### src/hw/rtl/klst_pkg.sv
// ----------------------------------------------------------------------------
// klst_pkg
// Shared types and constants of the keyed latency statistics table.
// ----------------------------------------------------------------------------
`default_nettype none

package klst_pkg;

  localparam int TableEntriesDef = 64;
  localparam int NumStats        = 6;

  localparam logic [1:0] TAB_REQ = 2'd0;
  localparam logic [1:0] TAB_IP  = 2'd1;
  localparam logic [1:0] TAB_SRV = 2'd2;

  localparam logic [2:0] ST_ICALLS = 3'd0;
  localparam logic [2:0] ST_ITICKS = 3'd1;
  localparam logic [2:0] ST_IMAX   = 3'd2;
  localparam logic [2:0] ST_TCALLS = 3'd3;
  localparam logic [2:0] ST_TTICKS = 3'd4;
  localparam logic [2:0] ST_TMAX   = 3'd5;

  localparam logic [1:0] REG_MEAS = 2'd0;
  localparam logic [1:0] REG_SRV  = 2'd1;
  localparam logic [1:0] REG_IP   = 2'd2;

  // Commands from the controller to the datapath.
  typedef struct packed {
    logic       load;      // capture the input item
    logic       scan_clr;  // reset the scan counters
    logic       scan_step; // examine one slot
    logic [1:0] tab;       // table in use
    logic       rd_issue;  // read stats word
    logic       wr_issue;  // write stats word
    logic       claim;     // write key and valid of a new slot
    logic       drop;      // note a dropped record
    logic       free_slot; // clear valid of the read slot
    logic       emit;      // present the result
  } klst_cmd_t;

  typedef struct packed {
    logic scan_done;
    logic hit;
    logic has_free;
    logic word_last;
  } klst_sts_t;

endpackage

`default_nettype wire

### src/hw/rtl/klst_ctrl.sv
// ----------------------------------------------------------------------------
// klst_ctrl
// Sequencer for record and read items.
// ----------------------------------------------------------------------------
`default_nettype none

module klst_ctrl
  import klst_pkg::*;
#(
  parameter int TableEntries = TableEntriesDef
) (
  input  wire logic        clk,
  input  wire logic        rst_n,
  input  wire logic        start,
  input  wire logic        in_cmd,
  input  wire logic [1:0]  in_table_select,
  input  wire logic [5:0]  in_slot_index,
  input  wire logic        in_clear_total,
  input  wire logic [31:0] in_source_ip,
  input  wire logic [31:0] in_server_key,
  input  wire logic        measure_enable,
  input  wire logic        key_by_server,
  input  wire logic        key_by_ip,
  input  wire klst_sts_t   sts,
  output klst_cmd_t        cmd,
  output logic             busy,
  output logic             done
);

  typedef enum logic [7:0] {
    S_IDLE = 8'b0000_0001,
    S_SCAN = 8'b0000_0010,
    S_DEC  = 8'b0000_0100,
    S_RD   = 8'b0000_1000,
    S_WAIT = 8'b0001_0000,
    S_WR   = 8'b0010_0000,
    S_NEXT = 8'b0100_0000,
    S_EMIT = 8'b1000_0000
  } state_t;

  state_t     state_r, state_nxt;
  logic [1:0] tab_r, tab_nxt;
  logic [1:0] tab2_r, tab2_nxt;
  logic       two_r, two_nxt;
  logic       rd_r, rd_nxt;
  logic       clrt_r, clrt_nxt;
  logic       done_r, done_nxt;

  always_comb begin
    state_nxt = state_r;
    tab_nxt   = tab_r;
    tab2_nxt  = tab2_r;
    two_nxt   = two_r;
    rd_nxt    = rd_r;
    clrt_nxt  = clrt_r;
    done_nxt  = 1'b0;
    cmd       = '0;
    cmd.tab   = tab_r;
    case (state_r)
      S_IDLE: begin
        if (start) begin
          cmd.load     = 1'b1;
          cmd.scan_clr = 1'b1;
          rd_nxt       = in_cmd;
          clrt_nxt     = in_clear_total;
          if (in_cmd) begin
            tab_nxt = in_table_select;
            if (in_table_select == 2'd3 ||
                32'(in_slot_index) >= 32'(TableEntries)) begin
              state_nxt = S_EMIT;
            end else begin
              state_nxt = S_RD;
            end
          end else if (!measure_enable) begin
            state_nxt = S_EMIT;
          end else begin
            tab_nxt   = TAB_REQ;
            two_nxt   = (key_by_server && in_server_key != 32'd0) ||
                        (key_by_ip && in_source_ip != 32'd0);
            tab2_nxt  = (key_by_server && in_server_key != 32'd0) ? TAB_SRV : TAB_IP;
            state_nxt = S_SCAN;
          end
        end
      end
      S_SCAN: begin
        cmd.scan_step = 1'b1;
        if (sts.scan_done) state_nxt = S_DEC;
      end
      S_DEC: begin
        if (!sts.hit && !sts.has_free) begin
          cmd.drop  = 1'b1;
          state_nxt = S_NEXT;
        end else begin
          cmd.rd_issue = 1'b1;
          cmd.claim    = 1'b0;
          state_nxt    = S_WAIT;
        end
      end
      S_RD: begin
        cmd.rd_issue = 1'b1;
        state_nxt    = S_WAIT;
      end
      S_WAIT: begin
        state_nxt = S_WR;
      end
      S_WR: begin
        cmd.wr_issue = 1'b1;
        if (sts.word_last) begin
          if (!rd_r && !sts.hit) cmd.claim = 1'b1;
          if (rd_r && clrt_r && tab_r != TAB_REQ) cmd.free_slot = 1'b1;
          state_nxt = rd_r ? S_EMIT : S_NEXT;
        end else begin
          state_nxt = rd_r ? S_RD : S_DEC;
        end
      end
      S_NEXT: begin
        if (two_r) begin
          two_nxt      = 1'b0;
          tab_nxt      = tab2_r;
          cmd.scan_clr = 1'b1;
          state_nxt    = S_SCAN;
        end else begin
          state_nxt = S_EMIT;
        end
      end
      S_EMIT: begin
        cmd.emit  = 1'b1;
        done_nxt  = 1'b1;
        state_nxt = S_IDLE;
      end
      default: state_nxt = S_IDLE;
    endcase
  end

  always_ff @(posedge clk) begin
    if (!rst_n) begin
      state_r <= S_IDLE;
      tab_r   <= TAB_REQ;
      tab2_r  <= TAB_REQ;
      two_r   <= 1'b0;
      rd_r    <= 1'b0;
      clrt_r  <= 1'b0;
      done_r  <= 1'b0;
    end else begin
      state_r <= state_nxt;
      tab_r   <= tab_nxt;
      tab2_r  <= tab2_nxt;
      two_r   <= two_nxt;
      rd_r    <= rd_nxt;
      clrt_r  <= clrt_nxt;
      done_r  <= done_nxt;
    end
  end

  assign busy = (state_r != S_IDLE) || done_r;
  assign done = done_r;

endmodule

`default_nettype wire

### config.mk
export PLATFORM = sky130hd
export DESIGN_NAME = klst_ctrl
export DESIGN_NICKNAME = d
export VERILOG_FILES = /design/src/hw/rtl/klst_pkg.sv /design/src/hw/rtl/klst_ctrl.sv
export SDC_FILE = /design/constraint.sdc
export NUM_CORES = 1
export LEC_CHECK = 0
export BUFFER_PORTS_ARGS = -buffer_cell sky130_fd_sc_hd__buf_2
export CAP_MARGIN = 20
export CORE_UTILIZATION = 38
export CTS_CLUSTER_SIZE = 24
export DETAILED_ROUTE_END_ITERATION = 7
export PLACE_DENSITY = 0.8
export SYNTH_ARGS = -nofsm -noshare
export SYNTH_HDL_FRONTEND = slang
export SYNTH_SLANG_ARGS = --single-unit
### constraint.sdc
create_clock -name clk -period 1.8 [get_ports clk]
set_input_delay 0.27 -clock clk [delete_from_list [all_inputs] [get_ports clk]]
set_output_delay 0.27 -clock clk [all_outputs]
set_load 0.05 [all_outputs]
==> qor.csv <==
metric;value;unit
synthToLayoutAreaGrowth;87.7;%
synth-seq-cells;16;
rr_startpoint;state_r[3];
drc_errors;0;
grt_busiest_layer;met2;
antenna_cells;0;
grt_use_met1;0.280;
period_share;1.21;
nNetsFinal;338;
dieArea;3150;um2
rsz0062_at_grt;true;
synth_adder_area_share;0;
min-delay-start;in_clear_total;
die_x;56.2;um
critPathCaptureType;output pin;
status;finished with violations;
tritoncts;built;
failed_checks;negative setup slack;
grt_util_met2;0.503;
drt_wl_total;4370;um
drive_gt1_frac;0.636;
core_area;2760;um2
worstMarginPinSlew;0.321;ns
grt_max_degree;12;
syn_avg_cell_area;8.38;um2
hold_end;clrt_r;
crit_path_start_kind;flop;
synthTopCellsByArea;dfxtp_1 (29%), nor4_1 (9.5%), nor4_4 (3.8%), nand2_1 (3.7%), nor2_1 (3.0%);
initial_core_util;0.404;
syn_inst;133;
pin_count;97;
synth_top_cell_area_share;0.287;
syn_area;1110;um2
path_max_fanout;2;
first_pass_iters;4;
gp_congestion;0.838;
yosysSeqAreaShare;0.287;
cts_made_buffers;3;
hold_ws;0.247;ns
ant_nets;0;
post_drt_wl_per_cell;15.4;um
fmax;458;MHz
yosys.area.top_type;dfxtp_1;
dp_hpwl;3090;um
critPathLaunch;state_r[7];
powerDensity;994;nW/um2
clkTransAtPathRegs;0.10;ns
worstRegToRegCells;8;
yosysWarnings;0;
finalMaxSlewViolations;0;
gr-total-overflow;0;
drtIter0Drc;44;
synth_edf_count;0;
worstPathRequired;1.53;ns
setup_ws;-0.384;ns
cts_max_level;1;
clock_skew;0.00894;ns
yosys.area_share.simple;0.437;
synth_xor_xnor_area_share;0.0236;
slew_headroom;0.784;
die_h;56.2;um
cp.arrival;1.91;ns
grt_pass1_wl;6490;um
pre_cts_ws;-0.0537;ns
num_vias;1566;
cts_root_buffer;clkbuf_4;
ir_worst_vdd;1.15;mV
drt-vias-per-instance;5.51;
synth_top_family_by_area;simple AND/OR/NAND/NOR gates;
synthMuxAreaShare;0.0269;
clk_latency;0.31;ns
maxCapViolCount;0;
syn-num-nets;217;
grt_antenna_before_repair;0;
synth_compound_area_frac;0.183;
portBuffers;90;
hold_depth;3;
use_met3;0.0605;
r2r-end;tab_r[1];
hp-class;in2reg;
rrSetupSlack;-0.02;ns
synth_ff_type;dfxtp_1;
dp.cells;265;
cts_sinks;16;
clock_path_buffers;2;
grt_usage;0.263;
synth_cell_types;45;
finalPower;0.00208;W
setup_viol;13;
crit_type;reg2out;
leakagePower;1.00;nW
min_period;2.18;ns
rows;19;
grt_pass1_vias;1480;
fin_cells;284;
hold_viol_final;0;
async_flop_share;0;
[synth_stat cells, drive strengths merged, types with 2 or more instances]
cell type  count
nand3b         3
mux2i          3
nand2         11
o211ai         2
buf            4
or4            2
nor4b          2
and3           2
nor3           2
and4b          2
nor4          19
xor2           2
dfxtp         16
nand2b         4
nand4          4
inv            5
a2bb2oi        2
nor2           9
a21boi         2
o21ai          4
and2           3
a21oi          6
nand3          6
a211oi         2
[critical path, cell delays in order, from the launching register on]
cell	delay, ns
dfxtp_2	0.35
buf_4	0.13
nor4_2	0.22
nand2_1	0.15
or4_4	0.52
clkinvlp_4	0.09
buf_6	0.15
[area by class of cell]
cell class                 instances  area, um2
multi-input combinational        107        856
fill                             202        666
clock buffer                       4       36.3
timing repair buffer             121        802
inverter                           5       22.5
sequential                        16        337
tap                               31       38.8
[cell families after synthesis]
logic type | Yosys count
AOI/OAI and AO/OA | 26
xor gates and xnor gates | 3
buffers and inverters | 10
DFF | 16
muxes | 3
and+or+nand+nor | 75
[power by group]
group / internal [W] / switching [W]
clock network: 0.000124 / 0.000130
registers: 0.000407 / 0.0000603
logic: 0.000679 / 0.000680
total: 0.00121 / 0.000870
[per-stage QoR]
step	util	setup TNS [ns]	instance area [um2]
floorplan	-	-0.271	1160
CTS	0.713	-1.22	1970
global placement	0.627	-0.0599	1730
detailed placement	0.627	-0.104	1730
global route	0.759	-2.79	2090
finish	0.759	-2.12	2090
[how the worst max path moves through the flow]
stage,endpoint,cells past startpoint,slack (ns)
6_report,cmd[2],6,-0.38
4_1_cts,busy,4,-0.27
5_1_grt,cmd[2],6,-0.41
3_3_place_gp,cmd[2],5,-0.05
3_5_place_dp,cmd[3],5,-0.05
2_1_floorplan,cmd[3],6,-0.15
[placed cells by master (no fill, tap or decap), drive strengths merged, types with 3 or more instances in the layout]
master / n
nand2b: 4
inv: 4
nand3b: 3
dfxtp: 16
nor2: 9
nand4: 4
a21oi: 6
mux2i: 3
nand2: 11
o21ai: 4
clkbuf: 4
and2: 3
nor4: 19
buf: 121
nand3: 6
[per-layer routing]
metal | up-vias | wire length (um)
li1 | 757 | -
met5 | - | 0
met2 | 77 | 2350
met1 | 721 | 1650
met3 | 11 | 272
met4 | 0 | 97
[registers in the layout (all words and copies together) (netlist names)]
| register | count |
|---|---|
| clrt_r | 1 |
| state_r | 8 |
| tab2_r | 2 |
| tab_r | 2 |
| two_r | 1 |
| rd_r | 1 |
| done | 1 |
[what timing repair did]
item	CTS	global route
pin swaps	12	12
resized for setup	44	18
hold buffers	0	0
setup buffers	8	8
setup endpoints to repair	10	14
No activity file was read; power rests on OpenSTA's default activity.
